--- src/hdl/assert_macros.svh ---
// assertion macros used by the top-level rtl file
`ifndef ASSERT_MACROS_SVH
`define ASSERT_MACROS_SVH
`ifndef SYNTHESIS
// property checked on every rising clock edge outside reset
`define ASSERT_CLK(name, prop, msg) \
   name: assert property (@(posedge clock) disable iff (reset) (prop)) else $error(msg);
// condition that must never be seen outside reset
`define ASSERT_NEVER(name, expr, msg) \
   name: assert property (@(posedge clock) disable iff (reset) !(expr)) else $error(msg);
`else
`define ASSERT_CLK(name, prop, msg)
`define ASSERT_NEVER(name, expr, msg)
`endif
`endif

--- src/hdl/sli_pkg.sv ---
// types and constants of the sorted list block
`default_nettype none
package sli_pkg;

   localparam int LIST_DEPTH_DEF = 16;
   localparam int OPCODE_W       = 2;
   localparam int VALUE_W        = 8;
   localparam int STATUS_W       = 3;
   localparam int COUNT_W        = 5;

   typedef enum logic [OPCODE_W-1:0] {
      OP_INSERT = 2'd0,
      OP_DELETE = 2'd1,
      OP_DUMP   = 2'd2
   } opcode_type;

   typedef enum logic [STATUS_W-1:0] {
      ST_INSERTED = 3'd0,
      ST_FULL     = 3'd1,
      ST_DELETED  = 3'd2,
      ST_NOTFOUND = 3'd3,
      ST_EMPTY    = 3'd4,
      ST_ELEMENT  = 3'd5
   } status_type;

   // what every cell does on the coming edge
   typedef enum logic [1:0] {
      CELL_HOLD,
      CELL_INSERT,
      CELL_DELETE,
      CELL_ROTATE
   } cell_cmd_type;

   typedef struct packed {
      cell_cmd_type               cmd;
      logic signed [VALUE_W-1:0]  value;
   } cell_ctl_type;

   typedef struct packed {
      logic gt;     // key is above this occupied entry
      logic match;  // occupied entry equals the key
   } cell_flags_type;

endpackage
`default_nettype wire

--- src/hdl/sli_if.sv ---
// request and response channel interfaces
`default_nettype none
interface sli_req_if import sli_pkg::*; ();
   logic                       valid;
   logic                       ready;
   logic [OPCODE_W-1:0]        opcode;
   logic signed [VALUE_W-1:0]  value;

   modport source (output valid, output opcode, output value, input ready);
   modport sink   (input valid, input opcode, input value, output ready);
endinterface

interface sli_rsp_if import sli_pkg::*; ();
   logic                       valid;
   logic                       ready;
   logic [STATUS_W-1:0]        status;
   logic signed [VALUE_W-1:0]  item;
   logic                       last;
   logic [COUNT_W-1:0]         entry_count;

   modport source (output valid, output status, output item, output last,
                   output entry_count, input ready);
   modport sink   (input valid, input status, input item, input last,
                   input entry_count, output ready);
endinterface
`default_nettype wire

--- src/hdl/sli_cell.sv ---
// one list cell: holds an entry, compares it with the key, shifts with its neighbors
`default_nettype none
module sli_cell import sli_pkg::*; (
   input  wire logic                       clock,
   input  wire cell_ctl_type               ctl,
   input  wire logic                       occupied,
   input  wire logic                       tail,
   input  wire logic                       prev_gt,
   input  wire logic signed [VALUE_W-1:0]  prev_entry,
   input  wire logic signed [VALUE_W-1:0]  next_entry,
   input  wire logic signed [VALUE_W-1:0]  head_entry,
   output cell_flags_type                  flags,
   output logic signed [VALUE_W-1:0]       entry
);

   logic signed [VALUE_W-1:0] entry_ff;
   logic signed [VALUE_W-1:0] entry_in;

   // compare against the broadcast key
   assign flags.gt    = occupied && (ctl.value > entry_ff);
   assign flags.match = occupied && (ctl.value == entry_ff);
   assign entry       = entry_ff;

   // next entry from own, key, neighbor or head entry
   always_comb begin
      entry_in = entry_ff;
      case (ctl.cmd)
         CELL_INSERT: begin
            if (!flags.gt) begin
               entry_in = prev_gt ? ctl.value : prev_entry;
            end
         end
         CELL_DELETE: begin
            if (!flags.gt) begin
               entry_in = next_entry;
            end
         end
         CELL_ROTATE: begin
            entry_in = tail ? head_entry : next_entry;
         end
         default: begin
            entry_in = entry_ff;
         end
      endcase
   end

   always_ff @(posedge clock) begin
      entry_ff <= entry_in;
   end

endmodule
`default_nettype wire

--- src/hdl/sorted_list_insert_delete.sv ---
// top level of the sorted list: cell chain, fill count and response control
//
// Keeps up to LIST_DEPTH signed bytes in ascending order in a chain of cells.
// req carries opcode and value; rsp carries status, item, last and entry_count.
// Insert, delete, and dump of an empty list give one word each; insert and
// delete are done in the cycle the request is taken, all cells comparing and
// shifting at once, and their word shows on rsp the next cycle. A new request
// can be taken every cycle while rsp is taken.
// Dump rotates the chain one cell per cycle after the request cycle, sending
// the head entry each time; the first word is registered in the dump state,
// and a list of N entries gives N words, one per cycle, the final one with
// last set, so req is blocked until the final word is registered. The
// chain is back in its order afterwards. Opcode three is dropped with no word.
// When rsp stalls, the held word stays, the dump rotation pauses and req is
// not ready; nothing is lost.
// Reset empties the list; cell contents need no clearing.
`include "assert_macros.svh"
`default_nettype none
module sorted_list_insert_delete import sli_pkg::*; #(
   parameter int LIST_DEPTH = LIST_DEPTH_DEF
) (
   input  wire logic  clock,
   input  wire logic  reset,
   sli_req_if.sink    req,
   sli_rsp_if.source  rsp
);

   localparam int CNT_W = $clog2(LIST_DEPTH + 1);

   typedef enum logic {
      S_IDLE,
      S_DUMP
   } state_type;

   state_type                  state_ff, state_in;
   logic [CNT_W-1:0]           count_ff, count_in;
   logic [CNT_W-1:0]           dump_idx_ff, dump_idx_in;
   logic                       rsp_valid_ff, rsp_valid_in;
   logic [STATUS_W-1:0]        rsp_status_ff, rsp_status_in;
   logic signed [VALUE_W-1:0]  rsp_item_ff, rsp_item_in;
   logic                       rsp_last_ff, rsp_last_in;

   cell_ctl_type               ctl;
   cell_flags_type             flags [LIST_DEPTH];
   logic signed [VALUE_W-1:0]  entry [LIST_DEPTH];
   logic [LIST_DEPTH-1:0]      match_vec;
   logic                       out_free;
   logic                       accept;
   logic                       found;
   logic                       full;
   logic                       dump_last;
   logic                       insert_taken;

   // handshake
   assign out_free  = !rsp_valid_ff || rsp.ready;
   assign req.ready = (state_ff == S_IDLE) && out_free;
   assign accept    = req.valid && req.ready;

   assign found     = |match_vec;
   assign full      = (count_ff == CNT_W'(LIST_DEPTH));
   assign dump_last = (dump_idx_ff == count_ff - CNT_W'(1));

   assign insert_taken = accept && (req.opcode == OP_INSERT) && !full;

   // cell chain
   for (genvar i = 0; i < LIST_DEPTH; i++) begin : g_cell
      logic                      prev_gt;
      logic signed [VALUE_W-1:0] prev_entry;
      logic signed [VALUE_W-1:0] next_entry;

      if (i == 0) begin : g_first
         assign prev_gt    = 1'b1;
         assign prev_entry = ctl.value;
      end else begin : g_inner
         assign prev_gt    = flags[i-1].gt;
         assign prev_entry = entry[i-1];
      end

      if (i == LIST_DEPTH - 1) begin : g_end
         assign next_entry = entry[i];
      end else begin : g_mid
         assign next_entry = entry[i+1];
      end

      sli_cell u_cell (
         .clock      (clock),
         .ctl        (ctl),
         .occupied   (CNT_W'(i) < count_ff),
         .tail       (count_ff == CNT_W'(i + 1)),
         .prev_gt    (prev_gt),
         .prev_entry (prev_entry),
         .next_entry (next_entry),
         .head_entry (entry[0]),
         .flags      (flags[i]),
         .entry      (entry[i])
      );

      assign match_vec[i] = flags[i].match;
   end

   // operation decode and response
   always_comb begin
      state_in      = state_ff;
      count_in      = count_ff;
      dump_idx_in   = dump_idx_ff;
      rsp_valid_in  = rsp_valid_ff && !rsp.ready;
      rsp_status_in = rsp_status_ff;
      rsp_item_in   = rsp_item_ff;
      rsp_last_in   = rsp_last_ff;
      ctl.cmd       = CELL_HOLD;
      ctl.value     = req.value;

      unique case (state_ff)
         S_IDLE: begin
            if (accept) begin
               rsp_item_in = req.value;
               rsp_last_in = 1'b1;
               unique case (req.opcode)
                  OP_INSERT: begin
                     rsp_valid_in = 1'b1;
                     if (full) begin
                        rsp_status_in = ST_FULL;
                     end else begin
                        ctl.cmd       = CELL_INSERT;
                        count_in      = count_ff + CNT_W'(1);
                        rsp_status_in = ST_INSERTED;
                     end
                  end
                  OP_DELETE: begin
                     rsp_valid_in = 1'b1;
                     if (count_ff == '0) begin
                        rsp_status_in = ST_EMPTY;
                     end else if (found) begin
                        ctl.cmd       = CELL_DELETE;
                        count_in      = count_ff - CNT_W'(1);
                        rsp_status_in = ST_DELETED;
                     end else begin
                        rsp_status_in = ST_NOTFOUND;
                     end
                  end
                  OP_DUMP: begin
                     if (count_ff == '0) begin
                        rsp_valid_in  = 1'b1;
                        rsp_status_in = ST_EMPTY;
                        rsp_item_in   = '0;
                     end else begin
                        state_in    = S_DUMP;
                        dump_idx_in = '0;
                     end
                  end
                  default: begin
                     rsp_item_in = rsp_item_ff;
                     rsp_last_in = rsp_last_ff;
                  end
               endcase
            end
         end
         S_DUMP: begin
            if (out_free) begin
               ctl.cmd       = CELL_ROTATE;
               rsp_valid_in  = 1'b1;
               rsp_status_in = ST_ELEMENT;
               rsp_item_in   = entry[0];
               rsp_last_in   = dump_last;
               dump_idx_in   = dump_idx_ff + CNT_W'(1);
               if (dump_last) begin
                  state_in = S_IDLE;
               end
            end
         end
         default: begin
            state_in = S_IDLE;
         end
      endcase
   end

   // state, fill count and response word
   always_ff @(posedge clock) begin
      if (reset) begin
         state_ff     <= S_IDLE;
         count_ff     <= '0;
         dump_idx_ff  <= '0;
         rsp_valid_ff <= 1'b0;
      end else begin
         state_ff     <= state_in;
         count_ff     <= count_in;
         dump_idx_ff  <= dump_idx_in;
         rsp_valid_ff <= rsp_valid_in;
      end
      rsp_status_ff <= rsp_status_in;
      rsp_item_ff   <= rsp_item_in;
      rsp_last_ff   <= rsp_last_in;
   end

   assign rsp.valid       = rsp_valid_ff;
   assign rsp.status      = rsp_status_ff;
   assign rsp.item        = rsp_item_ff;
   assign rsp.last        = rsp_last_ff;
   assign rsp.entry_count = COUNT_W'(count_ff);

   // checks
   `ASSERT_NEVER(a_count_range, count_ff > CNT_W'(LIST_DEPTH), "fill count above depth")
   `ASSERT_CLK(a_insert_grows, insert_taken |=> count_ff == $past(count_ff) + CNT_W'(1), "no growth")
   `ASSERT_CLK(a_dump_stable, state_ff == S_DUMP |=> $stable(count_ff), "count moved in dump")

endmodule
`default_nettype wire

--- src/flat_wrapper.sv ---
// flat-port wrapper written by rule: the top's interface ports become plain ports
module sorted_list_insert_delete_flat import sli_pkg::*;
#(
   parameter int LIST_DEPTH = LIST_DEPTH_DEF
)
  (clock, reset, req_valid, req_opcode, req_value, req_ready, rsp_valid, rsp_status, rsp_item, rsp_last, rsp_entry_count, rsp_ready);
  sli_req_if req_i ();
  sli_rsp_if rsp_i ();
  input  wire logic clock;
  input  wire logic reset;
  input wire logic [$bits(req_i.valid)-1:0] req_valid;
  input wire logic [$bits(req_i.opcode)-1:0] req_opcode;
  input wire logic [$bits(req_i.value)-1:0] req_value;
  output wire logic [$bits(req_i.ready)-1:0] req_ready;
  output wire logic [$bits(rsp_i.valid)-1:0] rsp_valid;
  output wire logic [$bits(rsp_i.status)-1:0] rsp_status;
  output wire logic [$bits(rsp_i.item)-1:0] rsp_item;
  output wire logic [$bits(rsp_i.last)-1:0] rsp_last;
  output wire logic [$bits(rsp_i.entry_count)-1:0] rsp_entry_count;
  input wire logic [$bits(rsp_i.ready)-1:0] rsp_ready;
  assign req_i.valid = req_valid;
  assign req_i.opcode = req_opcode;
  assign req_i.value = req_value;
  assign req_ready = req_i.ready;
  assign rsp_valid = rsp_i.valid;
  assign rsp_status = rsp_i.status;
  assign rsp_item = rsp_i.item;
  assign rsp_last = rsp_i.last;
  assign rsp_entry_count = rsp_i.entry_count;
  assign rsp_i.ready = rsp_ready;
  sorted_list_insert_delete #(.LIST_DEPTH(LIST_DEPTH)) u_core (.clock(clock), .reset(reset), .req(req_i), .rsp(rsp_i));
endmodule
--- config.mk ---
export PLATFORM = sky130hd
export DESIGN_NAME = sorted_list_insert_delete_flat
export DESIGN_NICKNAME = d
export VERILOG_FILES = /design/src/hdl/sli_pkg.sv /design/src/hdl/sli_if.sv /design/src/hdl/sli_cell.sv /design/src/hdl/sorted_list_insert_delete.sv /design/src/flat_wrapper.sv
export VERILOG_INCLUDE_DIRS = /design/src /design/src/hdl
export SDC_FILE = /design/constraint.sdc
export NUM_CORES = 1
export LEC_CHECK = 0
export BUFFER_PORTS_ARGS = -buffer_cell sky130_fd_sc_hd__buf_2
export CAP_MARGIN = 20
export CORE_AREA = 2 2 142 144
export DETAILED_ROUTE_END_ITERATION = 8
export DIE_AREA = 0 0 144 146
export HOLD_SLACK_MARGIN = 0.15
export PLACE_DENSITY_LB_ADDON = 0.12
export SLEW_MARGIN = 25
export SYNTH_ARGS = -nofsm -noshare
export SYNTH_HDL_FRONTEND = slang
export SYNTH_SLANG_ARGS = --single-unit
--- constraint.sdc ---
create_clock -name clock -period 13.1 [get_ports clock]
set_input_delay 1.31 -clock clock [delete_from_list [all_inputs] [get_ports clock]]
set_output_delay 1.31 -clock clock [all_outputs]
set_load 0.02 [all_outputs]
==> results_dict.tcl <==
set metrics [dict create \
    grt_pass1_vias 10500 \
    dp_cells 1535 \
    multi_input_area_um2 7220 \
    clk_latency_ns 0.44 \
    hold_depth 2 \
    grt_remaining_overflow 0 \
    required_ns 13.28 \
    layout_setup_ws_ns 7.31 \
    peakVddDrop_uv 85.7 \
    core_area_um2 19300 \
    drtIter0Drc 1357 \
    grt_max_degree 67 \
    clk_pin_slew_ns 0.06 \
    ys.flop_type "edfxtp_1" \
    yosysTopAreaCell "edfxtp_1" \
    fin_util_pct 69.5 \
    area_growth_pct 7.59 \
    diodes 0 \
    fin_skew_ns 0.0116 \
    ys_top_cells_by_area "edfxtp_1 (34%), ha_1 (14%), mux2i_1 (9.2%), a221o_1 (9.0%), nor2_1 (5.0%)" \
    viasPerCell 6.82 \
    dp_hpwl_um 25000 \
    outcome "complete, no violations" \
    drtAntennaViolNets 0 \
    arrival_ns 5.97 \
    post-place-ws_ns 6.98 \
    clockRootBuffer "clkbuf_16" \
    finalHoldViolCount 0 \
    die_area_um2 21000 \
    worstRegToRegCells 12 \
    fin_crit_sh_pct 44.2 \
    cts_resized 0 \
    r2r_slack_ns 8.11 \
    ys_types 67 \
    ioPinCount 33 \
    synth_common_cells "nor2_1 (168), edfxtp_1 (140), ha_1 (138)" \
    ys_seq_elements 152 \
    postSynthCellCount 1301 \
    syn_avg_cell_area_um2 9.60 \
    fin_tns_setup_ns 0 \
    wl_um 37300 \
    die_w_um 144 \
    cts_hold_buffers 0 \
    cap_violations 0 \
    cts_buffers 17 \
    seqCellArea_um2 4440 \
    row_count 51 \
    cts.htree.levels 4 \
    cp-start-kind "primary input" \
    synth_top_area_share_pct 33.7 \
    wl_per_cell_um 23.8 \
    worstSetupPathType "in2reg" \
    synth_edf_count 140 \
    seq_area_frac_synth_pct 35.6 \
    slew_violations 0 \
    hold_path_class "reg2reg" \
    layout.cells.non_filler 1568 \
    syn_nets 1453 \
    synth_area_um2 12500 \
    fillers 1493 \
    clock_path_buffers 2 \
    yosysMostFrequentCell "nor2_1" \
    drive_gt1_share_pct 8.83 \
    critPathMaxFanout 66 \
    power.leakage_nw 5.89 \
    rsz0062_at_grt "no" \
    gp_congestion 0.914 \
    final_cell_area_um2 13400 \
    grt_usage_pct 35.8 \
    p_per_area_nw_per_um2 103 \
    setup_viol 0 \
    cts_setup_buffers 0 \
    placed_cell_area_um2 12800 \
    max_slew_margin_pct 28.5 \
    cts.sinks 152 \
    fp.dieH_um 146 \
    fmax_mhz 173 \
    first_pass_iters 5 \
    period_needed_ns 5.79 \
    grt_first_pass_wirelength_um 57800 \
    drc 0 \
    cts_tree "built" \
    ys_warn_count 0 \
    via_count 10700 \
    fin_nets 1442 \
    antenna_found_initial 0 \
    async_flop_share_pct 0 \
    worst_slew_pin_slew_ns 1.06 \
    start_util_pct 64.6 \
    worstSetupEndpointType "register" \
    portBuffers 32 \
]
-- flip-flops by register name, summed over array words and instances, names as in the netlist --
name                        count
u_core.rsp.item                 8
u_core.rsp.entry_count          5
u_core.rsp.status               3
u_core.g_cell.u_cell.entry    128
u_core.rsp.valid                1
u_core.dump_idx_ff              5
u_core.state_ff                 1
u_core.rsp.last                 1
-- where the power goes --
part | total, mW | switching (mW) | leakage, nW | internal [mW]
Clock | 0.518 | 0.217 | 0.291 | 0.301
Combinational | 0.271 | 0.164 | 4.21 | 0.107
Sequential | 0.599 | 0.0300 | 1.39 | 0.569
-- per-stage QoR --
step	hold slack [ns]	power, mW
4_1_cts	0.528	1.38
5_1_grt	0.574	1.43
6_report	0.529	1.39
3_5_place_dp	0.520	0.871
2_1_floorplan	0.489	0.785
3_3_place_gp	0.511	0.863
-- path summary, 6_finish.rpt --
path	start	end
max	req_value[0]	u_core.g_cell[1].u_cell.entry[2]$_DFFE_PP_
min	u_core.dump_idx_ff[1]$_SDFFE_PP0P_	u_core.dump_idx_ff[1]$_SDFFE_PP0P_
max reg2reg	u_core.g_cell[0].u_cell.entry[1]$_DFFE_PP_	u_core.g_cell[1].u_cell.entry[2]$_DFFE_PP_
min reg2reg	u_core.dump_idx_ff[1]$_SDFFE_PP0P_	u_core.dump_idx_ff[1]$_SDFFE_PP0P_
-- cells in the final DEF, fill, tap and decap left out, types with 22 or more instances in the layout --
cell type	Yosys	routed
nor2_1	168	168
edfxtp_1	140	140
buf_2	10	32
mux2i_1	115	115
o21a_1	35	35
nand2_1	49	49
o21ai_0	38	36
ha_1	138	138
a221o_1	112	112
buf_4	2	22
nand4_1	28	28
a21oi_1	42	36
inv_1	135	135
-- logic make-up after synthesis --
| kind of cell | count (synthesis) | synth area share (%) |
|---|---|---|
| simple gates | 349 | 13.3 |
| compound gates | 313 | 20.1 |
| buf+inv | 220 | 7.01 |
| flops | 152 | 35.6 |
| fa+ha+maj | 138 | 13.8 |
| mux | 116 | 9.31 |
| xor+xnor | 13 | 0.912 |
-- metal layers --
metal / track usage (%) / wire length, um / vias up
met5: 0 / 0 / -
met4: 13.4 / 1110 / 0
met3: 6.58 / 3440 / 99
met2: 57.3 / 17600 / 569
met1: 48.3 / 15100 / 5182
li1: - / - / 4838
-- cell type report --
cell class | count | area share, %
Sequential cell | 152 | 33.1
Clock buffer | 18 | 3.19
Inverter | 135 | 3.77
Clock inverter | 14 | 1.29
Tap cell | 265 | 2.47
Timing Repair Buffer | 55 | 2.46
Multi-Input combinational cell | 929 | 53.7
-- critical path, cell delays in order --
cell       delay [ns]
buf_2            0.32
inv_1            0.52
ha_1             0.48
nand4_1          0.06
or3_1            0.34
o221ai_1         0.58
o41ai_4          0.22
o21ai_4          0.15
buf_4            0.52
buf_4            0.69
o2bb2ai_1        0.36
a221o_1          0.37
Note: power is estimated with default switching activity, not from simulation.
